==> src/jp2bc_pkg.sv <==
// Shared types and constants for the JP2/JXL box-chain length finder.
// No dependencies; every other file of the block imports this package.
`timescale 1ns / 1ps
`default_nettype none

package jp2bc_pkg;

  localparam int unsigned CfgWidth = 40;
  localparam int unsigned LenWidth = 40;
  localparam int unsigned BoxWidth = 64;

  localparam logic [CfgWidth-1:0] MaxSpanReset = 40'd268435456;

  localparam logic [31:0] TypeJp2c = 32'h6A70_3263;
  localparam logic [31:0] TypeJxlp = 32'h6A78_6C70;
  localparam logic [31:0] TypeBrob = 32'h6272_6F62;

  localparam logic [BoxWidth-1:0] MinBox  = 64'd8;
  localparam logic [BoxWidth-1:0] MinXbox = 64'd16;

  localparam logic [31:0] SizeZero     = 32'd0;
  localparam logic [31:0] SizeExtended = 32'd1;

  localparam logic [3:0] HdrSizeLast = 4'd3;
  localparam logic [3:0] HdrTypeLast = 4'd7;
  localparam logic [3:0] HdrExtLast  = 4'd15;

  localparam logic VerdictAccept = 1'b0;
  localparam logic VerdictReject = 1'b1;

  typedef struct packed {
    logic [7:0] data_byte;
    logic       first_byte;
    logic       final_byte;
  } jp2bc_in_t;

  typedef struct packed {
    logic                verdict;
    logic [LenWidth-1:0] span_length;
  } jp2bc_out_t;

  typedef struct packed {
    logic                win_short;
    logic [BoxWidth-1:0] avail;
  } jp2bc_win_t;

endpackage

`default_nettype wire

==> src/jp2bc_window.sv <==
// Window register holding the clamped max_span, and the room left in the window
// after the current box start. Depends on jp2bc_pkg.
`timescale 1ns / 1ps
`default_nettype none

module jp2bc_window
  import jp2bc_pkg::*;
#(
  parameter int unsigned SPAN_BITS = 40
) (
  input  wire logic                clk_i,
  input  wire logic                rst_ni,
  input  wire logic                cfg_valid_i,
  input  wire logic [CfgWidth-1:0] cfg_data_i,
  input  wire logic [BoxWidth-1:0] box_start_i,
  output jp2bc_win_t               win_o
);

  localparam logic [BoxWidth-1:0] SpanMask = (64'd1 << SPAN_BITS) - 64'd1;

  logic [SPAN_BITS-1:0] win_q, win_d;
  logic [BoxWidth-1:0]  avail_q, avail_d;
  logic [BoxWidth-1:0]  cfg_wide;
  logic [BoxWidth-1:0]  cfg_clamped;

  assign cfg_wide    = BoxWidth'(cfg_data_i);
  assign cfg_clamped = (cfg_wide > SpanMask) ? SpanMask : cfg_wide;
  assign win_d       = cfg_valid_i ? cfg_clamped[SPAN_BITS-1:0] : win_q;
  assign avail_d     = BoxWidth'(win_d) - box_start_i;

  always_ff @(posedge clk_i or negedge rst_ni) begin
    if (!rst_ni) begin
      win_q   <= SPAN_BITS'(MaxSpanReset);
      avail_q <= BoxWidth'(MaxSpanReset);
    end else begin
      win_q   <= win_d;
      avail_q <= avail_d;
    end
  end

  assign win_o.win_short = BoxWidth'(win_q) < MinBox;
  assign win_o.avail     = avail_q;

endmodule

`default_nettype wire

==> src/jp2bc_walker.sv <==
// Box walker: gathers header bytes, skips payloads and decides accept or reject.
// Depends on jp2bc_pkg and on the window room from jp2bc_window.
`timescale 1ns / 1ps
`default_nettype none

module jp2bc_walker
  import jp2bc_pkg::*;
(
  input  wire logic                clk_i,
  input  wire logic                rst_ni,
  input  wire logic                accept_i,
  input  wire jp2bc_in_t           in_data_i,
  input  wire jp2bc_win_t          win_i,
  output logic [BoxWidth-1:0]      box_start_o,
  output logic                     res_valid_o,
  output jp2bc_out_t               res_o
);

  logic                walk_done_q, walk_done_d;
  logic [3:0]          hdr_idx_q, hdr_idx_d;
  logic [BoxWidth-1:0] skip_q, skip_d;
  logic [BoxWidth-1:0] box_start_q, box_start_d;
  logic [31:0]         size_q, size_d;
  logic [31:0]         type_q, type_d;
  logic [BoxWidth-1:0] ext_q, ext_d;

  logic                cur_done;
  logic [3:0]          cur_idx;
  logic [BoxWidth-1:0] cur_skip;
  logic [31:0]         size_new, type_new, type_cur;
  logic [BoxWidth-1:0] ext_new;
  logic [BoxWidth-1:0] close_len, close_used, close_end, close_rem;
  logic                is_stream;

  assign size_new   = {size_q[23:0], in_data_i.data_byte};
  assign type_new   = {type_q[23:0], in_data_i.data_byte};
  assign ext_new    = {ext_q[55:0], in_data_i.data_byte};
  assign cur_done   = in_data_i.first_byte ? 1'b0 : walk_done_q;
  assign cur_idx    = in_data_i.first_byte ? 4'd0 : hdr_idx_q;
  assign cur_skip   = in_data_i.first_byte ? '0 : skip_q;
  assign close_len  = (cur_idx == HdrExtLast) ? ext_new : BoxWidth'(size_q);
  assign close_used = (cur_idx == HdrExtLast) ? MinXbox : MinBox;
  assign close_end  = box_start_q + close_len;
  assign close_rem  = win_i.avail - close_len;
  assign type_cur   = (cur_idx == HdrTypeLast) ? type_new : type_q;
  assign is_stream  = (type_cur == TypeJp2c) || (type_cur == TypeJxlp) ||
                      (type_cur == TypeBrob);

  always_comb begin
    logic do_close;
    do_close    = 1'b0;
    walk_done_d = walk_done_q;
    hdr_idx_d   = hdr_idx_q;
    skip_d      = skip_q;
    box_start_d = box_start_q;
    size_d      = size_q;
    type_d      = type_q;
    ext_d       = ext_q;
    res_valid_o = 1'b0;
    res_o.verdict     = VerdictReject;
    res_o.span_length = '0;

    if (accept_i) begin
      if (in_data_i.first_byte) begin
        walk_done_d = 1'b0;
        hdr_idx_d   = 4'd0;
        skip_d      = '0;
        box_start_d = '0;
      end
      if (in_data_i.first_byte && win_i.win_short) begin
        res_valid_o = 1'b1;
      end else if (!cur_done) begin
        if (cur_skip != '0) begin
          skip_d = cur_skip - BoxWidth'(1);
        end else begin
          hdr_idx_d = cur_idx + 4'd1;
          if (cur_idx <= HdrSizeLast) begin
            size_d = size_new;
          end else if (cur_idx <= HdrTypeLast) begin
            type_d = type_new;
          end else begin
            ext_d = ext_new;
          end
          if (cur_idx == HdrSizeLast && size_new == SizeZero) begin
            res_valid_o = 1'b1;
          end
          if (cur_idx == HdrTypeLast) begin
            if (size_q == SizeExtended) begin
              if (win_i.avail < MinXbox) begin
                res_valid_o = 1'b1;
              end else begin
                ext_d = '0;
              end
            end else if (BoxWidth'(size_q) < MinBox ||
                         BoxWidth'(size_q) > win_i.avail) begin
              res_valid_o = 1'b1;
            end else begin
              do_close = 1'b1;
            end
          end
          if (cur_idx == HdrExtLast) begin
            if (ext_new < MinXbox || ext_new > win_i.avail) begin
              res_valid_o = 1'b1;
            end else begin
              do_close = 1'b1;
            end
          end
          if (do_close) begin
            if (is_stream) begin
              res_valid_o       = 1'b1;
              res_o.verdict     = VerdictAccept;
              res_o.span_length = close_end[LenWidth-1:0];
            end else if (close_rem < MinBox) begin
              res_valid_o = 1'b1;
            end else begin
              box_start_d = close_end;
              skip_d      = close_len - close_used;
              hdr_idx_d   = 4'd0;
            end
          end
        end
        if (!res_valid_o && in_data_i.final_byte) begin
          res_valid_o = 1'b1;
        end
      end
      if (res_valid_o) begin
        walk_done_d = 1'b1;
      end
    end
  end

  always_ff @(posedge clk_i or negedge rst_ni) begin
    if (!rst_ni) begin
      walk_done_q <= 1'b1;
      hdr_idx_q   <= 4'd0;
      skip_q      <= '0;
      box_start_q <= '0;
      size_q      <= '0;
      type_q      <= '0;
      ext_q       <= '0;
    end else begin
      walk_done_q <= walk_done_d;
      hdr_idx_q   <= hdr_idx_d;
      skip_q      <= skip_d;
      box_start_q <= box_start_d;
      size_q      <= size_d;
      type_q      <= type_d;
      ext_q       <= ext_d;
    end
  end

  assign box_start_o = box_start_q;

endmodule

`default_nettype wire

==> src/jp2bc_out_reg.sv <==
// Result register that parts the input side from the output handshake.
// Depends on jp2bc_pkg.
`timescale 1ns / 1ps
`default_nettype none

module jp2bc_out_reg
  import jp2bc_pkg::*;
(
  input  wire logic clk_i,
  input  wire logic rst_ni,
  input  wire logic res_valid_i,
  input  wire jp2bc_out_t res_i,
  output logic      in_ready_o,
  output logic      out_valid_o,
  input  wire logic out_ready_i,
  output jp2bc_out_t out_data_o
);

  logic       out_valid_q;
  jp2bc_out_t out_data_q;

  assign in_ready_o = !out_valid_q || out_ready_i;

  always_ff @(posedge clk_i or negedge rst_ni) begin
    if (!rst_ni) begin
      out_valid_q <= 1'b0;
    end else if (in_ready_o) begin
      out_valid_q <= res_valid_i;
    end
  end

  always_ff @(posedge clk_i) begin
    if (in_ready_o && res_valid_i) begin
      out_data_q <= res_i;
    end
  end

  assign out_valid_o = out_valid_q;
  assign out_data_o  = out_data_q;

endmodule

`default_nettype wire

==> src/jp2_box_chain_length_finder_core.sv <==
// Result: shown in the cycle after the byte that decides it is accepted.
// Throughput: one byte per cycle; the single result register stalls input only
// while a result waits and out_ready_i is low.
// Reset: max_span returns to 268435456 and the walk stays idle until a first byte.
// Top level of the box-chain length finder; depends on jp2bc_pkg, jp2bc_window,
// jp2bc_walker and jp2bc_out_reg.
`timescale 1ns / 1ps
`default_nettype none

module jp2_box_chain_length_finder_core
  import jp2bc_pkg::*;
#(
  parameter int unsigned SPAN_BITS = 40
) (
  input  wire logic                clk_i,
  input  wire logic                rst_ni,
  input  wire logic                in_valid_i,
  output logic                     in_ready_o,
  input  wire jp2bc_in_t           in_data_i,
  output logic                     out_valid_o,
  input  wire logic                out_ready_i,
  output jp2bc_out_t               out_data_o,
  input  wire logic                cfg_valid_i,
  output logic                     cfg_ready_o,
  input  wire logic [CfgWidth-1:0] cfg_data_i
);

  jp2bc_win_t          win;
  logic [BoxWidth-1:0] box_start;
  logic                res_valid;
  jp2bc_out_t          res;
  logic                accept;

  assign cfg_ready_o = 1'b1;
  assign accept      = in_valid_i && in_ready_o;

  jp2bc_window #(
    .SPAN_BITS(SPAN_BITS)
  ) u_window (
    .clk_i      (clk_i),
    .rst_ni     (rst_ni),
    .cfg_valid_i(cfg_valid_i),
    .cfg_data_i (cfg_data_i),
    .box_start_i(box_start),
    .win_o      (win)
  );

  jp2bc_walker u_walker (
    .clk_i      (clk_i),
    .rst_ni     (rst_ni),
    .accept_i   (accept),
    .in_data_i  (in_data_i),
    .win_i      (win),
    .box_start_o(box_start),
    .res_valid_o(res_valid),
    .res_o      (res)
  );

  jp2bc_out_reg u_out_reg (
    .clk_i      (clk_i),
    .rst_ni     (rst_ni),
    .res_valid_i(res_valid),
    .res_i      (res),
    .in_ready_o (in_ready_o),
    .out_valid_o(out_valid_o),
    .out_ready_i(out_ready_i),
    .out_data_o (out_data_o)
  );

endmodule

`default_nettype wire

==> config.mk <==
export PLATFORM = sky130hd
export DESIGN_NAME = jp2_box_chain_length_finder_core
export DESIGN_NICKNAME = d
export VERILOG_FILES = /design/src/jp2bc_pkg.sv /design/src/jp2bc_window.sv /design/src/jp2bc_walker.sv /design/src/jp2bc_out_reg.sv /design/src/jp2_box_chain_length_finder_core.sv
export SDC_FILE = /design/constraint.sdc
export NUM_CORES = 2
export LEC_CHECK = 0
export BUFFER_PORTS_ARGS = -buffer_cell sky130_fd_sc_hd__buf_4
export CAP_MARGIN = 20
export CELL_PAD_IN_SITES_DETAIL_PLACEMENT = 0
export CELL_PAD_IN_SITES_GLOBAL_PLACEMENT = 1
export CORE_MARGIN = 10
export CORE_UTILIZATION = 45
export DETAILED_ROUTE_END_ITERATION = 16
export PLACE_DENSITY_LB_ADDON = 0.1
export SLEW_MARGIN = 0
export SYNTH_ARGS = -nofsm -noshare
export SYNTH_HDL_FRONTEND = slang
export SYNTH_HIERARCHICAL = 1
export SYNTH_SLANG_ARGS = --single-unit
==> constraint.sdc <==
create_clock -name clk_i -period 10.36 [get_ports clk_i]
set_input_delay 2.072 -clock clk_i [delete_from_list [all_inputs] [get_ports clk_i]]
set_output_delay 2.072 -clock clk_i [all_outputs]
set_load 0.01 [all_outputs]
==> summary by stage <==
Outcome
The run finished with clean final reports.

Pwr
The analysis attributes to cell leakage a power of approximately 17 nW. The portion of total power attributed to the clock network is 0.293. Of the total power, the share spent switching nets is 0.416. Internal power comes to 0.00353 W.

For this design the ratio of total power to cell area is around 160 nW/um^2. The register share of total power is 0.323. The power share of the combinational group is 0.384. For this design the total switching power over the nets is 0.00251 W.

IR analysis of the VDD net gives a maximum drop of 0.000127 V.

Logic synthesis
Summed over all instances, the cell type with the most area after synthesis is dfrtp_1. Yosys mapped a number of flops with a built-in enable equal to between 40 and 50. Of the total synthesized cell area, the portion taken by full adders, half adders and majority gates is 0.0924. Yosys attributes the largest share of cell area to dfrtp_1 (26%), ha_1 (8.6%), a21oi_1 (5.2%). Among all flip-flop cells after synthesis, the most frequent one is dfrtp_1. The main combinational cell family by area after synthesis is compound AO/OA/AOI/OAI gates.

The Yosys step of the flow raised 6 warnings. Of the post-synthesis cell area, the dominant cell type holds 0.256. The commonest cells after synthesis are nand2_1 (390), a21oi_1 (360), dfrtp_1 (355). Summing every instance area after synthesis gives 34800 um^2. Synthesis produced 4223 cells. The proportion of synthesized area in mux cells is 0.0521.

The synthesized flop and latch total is 399. The number of distinct library cell variants in the gate-level netlist after synthesis is 121. Of the total synthesized cell area, the portion taken by XOR and XNOR cells is 0.0541. After synthesis, the mean cell area works out to 8.23 um^2. The post-synthesis compound-gate area fraction is 0.246. Of the total synthesized cell area, the portion taken by AND, OR, NAND and NOR gates is 0.212. The number of nets in the synthesized netlist is 4518. Counting flops with an async set or reset pin after synthesis yields a share of 0.897. Among all cell types in the netlist, the one instantiated most often is nand2_1. Of the synthesized area, sequential elements account for 0.293.

Critical path
The endpoint of the most critical register-to-register path is u_out_reg/out_data_o[39]. STA classifies the critical path startpoint as an input port. For the worst setup path, the data arrival time is between 9000 and 10000 ps. STA classifies the critical path endpoint as a flip-flop. The worst reg-to-reg setup slack is 2440 ps.

The number of cells on the worst reg-to-reg path is 22. The category of the critical setup timing path is input port to flip-flop. The largest fanout on the critical path is about 50. The startpoint identified for the worst register-to-register timing path is u_walker/hdr_idx_q[0]. Data on the critical path is required at its endpoint by 10610 ps.

STA
The worst pin sits at a relative slew slack of 0.204. Final hold analysis gives a worst-case slack of 501 ps. The achievable frequency is 109 MHz. For the pin with the worst max-slew slack, the measured transition is ~1200 ps. The total count of max-transition violations in the final report is 0. After layout, the minimum clock period comes to 9140 ps. The final number of hold-violating endpoints is 0.

In the finished design, the share of the clock period the worst path needs comes to 0.883. After routing, the total negative slack on setup checks comes to 0 ps. The clock arrives with 38.6 ps of skew. Setup repair after global routing left no endpoint under its margin. The count of endpoints failing setup in the final report is 0.

Drt
The detailed router finished its first iteration with between 3000 and 4000 violations. The final route contains 33900 vias. The number of detailed-routing iterations run before antenna repair is 5. The total routed wirelength is 141000 um. In the routed layout, each cell is associated on average with a via count of roughly 6.4. The average detailed-routed wire length per instance is 26.7 um. The count of nets left with antenna violations once routing finished came out at 0. For this run, design rule violations remaining after detail routing come to 0.

Clock network
TritonCTS built the clock tree. After clock tree synthesis, the setup repair step added 0 buffers. The largest buffer count on any clock path is 3. Clock-pin slew was measured on the worst setup and hold paths at around 60 ps. The CTS sink count is 399. The number of resized instances in the post-cts repair step is 0. The number of buffers inserted by hold repair at cts is 0.

The clock reaches the later pin of the worst-skew pair after 630 ps. The tree is rooted in a clkbuf_16. In this run, CTS created clock tree buffers numbering between 40 and 50.

The H-tree was split into 2 levels.

Global routing
For this run, the total global-route usage over all layers was measured as 0.307. The number of global-route vias before repair is 31800. Entering global routing, the biggest net connects 139 pins. The number of antenna violations at the first check in global routing is 6. The wire length of the first global-routing pass is between 200000 and 250000 um.

The global-route congestion overflow total is 0.

Place
The total half-perimeter wirelength after legalization and detailed placement is roughly 110000 um. Routability-driven placement finished with a final weighted congestion of a little under 1. In this run the tool buffered the top-level ports with 97 buffer cells.

Die
Measured along the y axis, the die boundary spans 298 um. The starting utilization of the core area is 0.456. After floorplanning, the core was divided into roughly 100 placement rows. In this run the standard cell core region covers 76200 um^2. The floorplan step defined a die boundary enclosing 88700 um^2. The horizontal extent of the die is between 200 and 300 um.

The number of top-level design ports is 99.

Layout
The layout net count is 4516. The area growth from synthesis to final layout is 9.54%. In the final layout, the share of cells above drive strength 1 is 0.103. After filler insertion, the fill cell instance count of the layout stands at ~7600.

Min path
For hold timing, the worst endpoint is u_walker/type_q[31]. In this run the most critical hold path is launched from u_walker/type_q[31]. The class of the tightest hold or removal check is flip-flop to flip-flop. Counting instances, the worst hold path has a depth of 1.

Flow run
The count of max-cap constraint violations is 0.
==> final cells by class <==
class	count	area, um^2	area share
Antenna cell	2	5.00	0.000131
Clock buffer	68	1420	0.0372
Clock inverter	23	236	0.00621
Inverter	237	890	0.0234
Multi-Input combinational cell	3389	22900	0.601
Sequential cell	399	10200	0.268
Tap cell	1030	1290	0.0339
Timing Repair Buffer	145	1170	0.0306
==> worst max-delay path by stage <==
stage / from / to
global route: in_data_i[1] / u_out_reg/out_data_o[35]
detailed placement: in_data_i[1] / u_out_reg/out_data_o[20]
CTS: in_data_i[1] / u_out_reg/out_data_o[35]
global placement: in_data_i[1] / u_out_reg/out_data_o[20]
finish: in_data_i[1] / u_out_reg/out_data_o[39]
floorplan: in_data_i[1] / u_out_reg/out_data_o[0]
==> state kept, by name, summed over array words and instances, names as in the netlist <==
name and count:
u_out_reg/out_data_o 41, u_walker/box_start_o 64, u_walker/size_q 32, u_walker/walk_done_q 1, u_out_reg/out_valid_o 1, u_walker/skip_q 64, u_walker/type_q 32, u_walker/ext_q 56
u_window/avail_q 64, u_window/win_q 40, u_walker/hdr_idx_q 4
==> metrics by stage <==
step	util	power [W]	area [um^2]	setup WS, ps	std cells
after floorplan	-	0.00339	34800	224	4223
after global placement	0.477	0.00423	36400	910	5199
after detailed placement	0.477	0.00421	36400	795	5199
after CTS	0.499	0.00600	38000	1440	5290
after global routing	0.499	0.00633	38100	982	5291
final	0.500	0.00604	38100	1220	5293
==> power groups by stage <==
stage               registers (W)  logic, W  clock network, W
floorplan                 0.00185   0.00153                 0
global placement          0.00197   0.00226                 0
detailed placement        0.00197   0.00224                 0
CTS                       0.00194   0.00225           0.00181
global route              0.00197   0.00250           0.00187
finish                    0.00195   0.00232           0.00177
==> cells by family (layout without fill, tap and decap cells) <==
kind of cell,after synthesis,after routing
other,1,3
buffers and inverters,435,473
adder cells (fa/ha/maj),260,260
multiplexers,164,164
AO/OA/AOI/OAI,1315,1315
AND/OR/NAND/NOR,1435,1435
flip-flops,399,399
XOR/XNOR,214,214
==> placed cells by master (no fill, tap or decap), drive strengths merged, types with 110 or more instances in the layout <==
master    n
a21o    124
a21oi   360
buf     145
dfrtp   355
ha      239
inv     239
mux2    111
nand2   390
nand3   110
nor2    315
o21ai   326
xnor2   145
==> routing by layer <==
layer  global-route usage  part of all wire  vias to the layer above  wire length (um)
met5                    0           0.00024                        -                34
met4               0.0888             0.029                        4              4150
met3               0.0444             0.080                      204             11200
met2                0.471              0.44                     1386             61700
met1                0.442              0.45                    16700             64200
li1                     -                 -                    15600                 -
==> worst max-delay path, cell delays in order <==
cell,delay [ps]
buf_4,170
nor2b_1,170
ha_1,320
and4b_4,790
buf_4,450
nand2_1,90
nand2_1,110
inv_1,60
ha_1,440
a31oi_2,270
o211ai_2,190
a211oi_2,550
o21ai_2,280
o211ai_1,260
mux2i_1,150
nor4_1,600
o2111ai_1,200
or4_4,460
or2_1,330
o21ai_0,110
a31oi_1,120
nor2_1,450
and2_4,680
(Power assumes the default switching activity.)
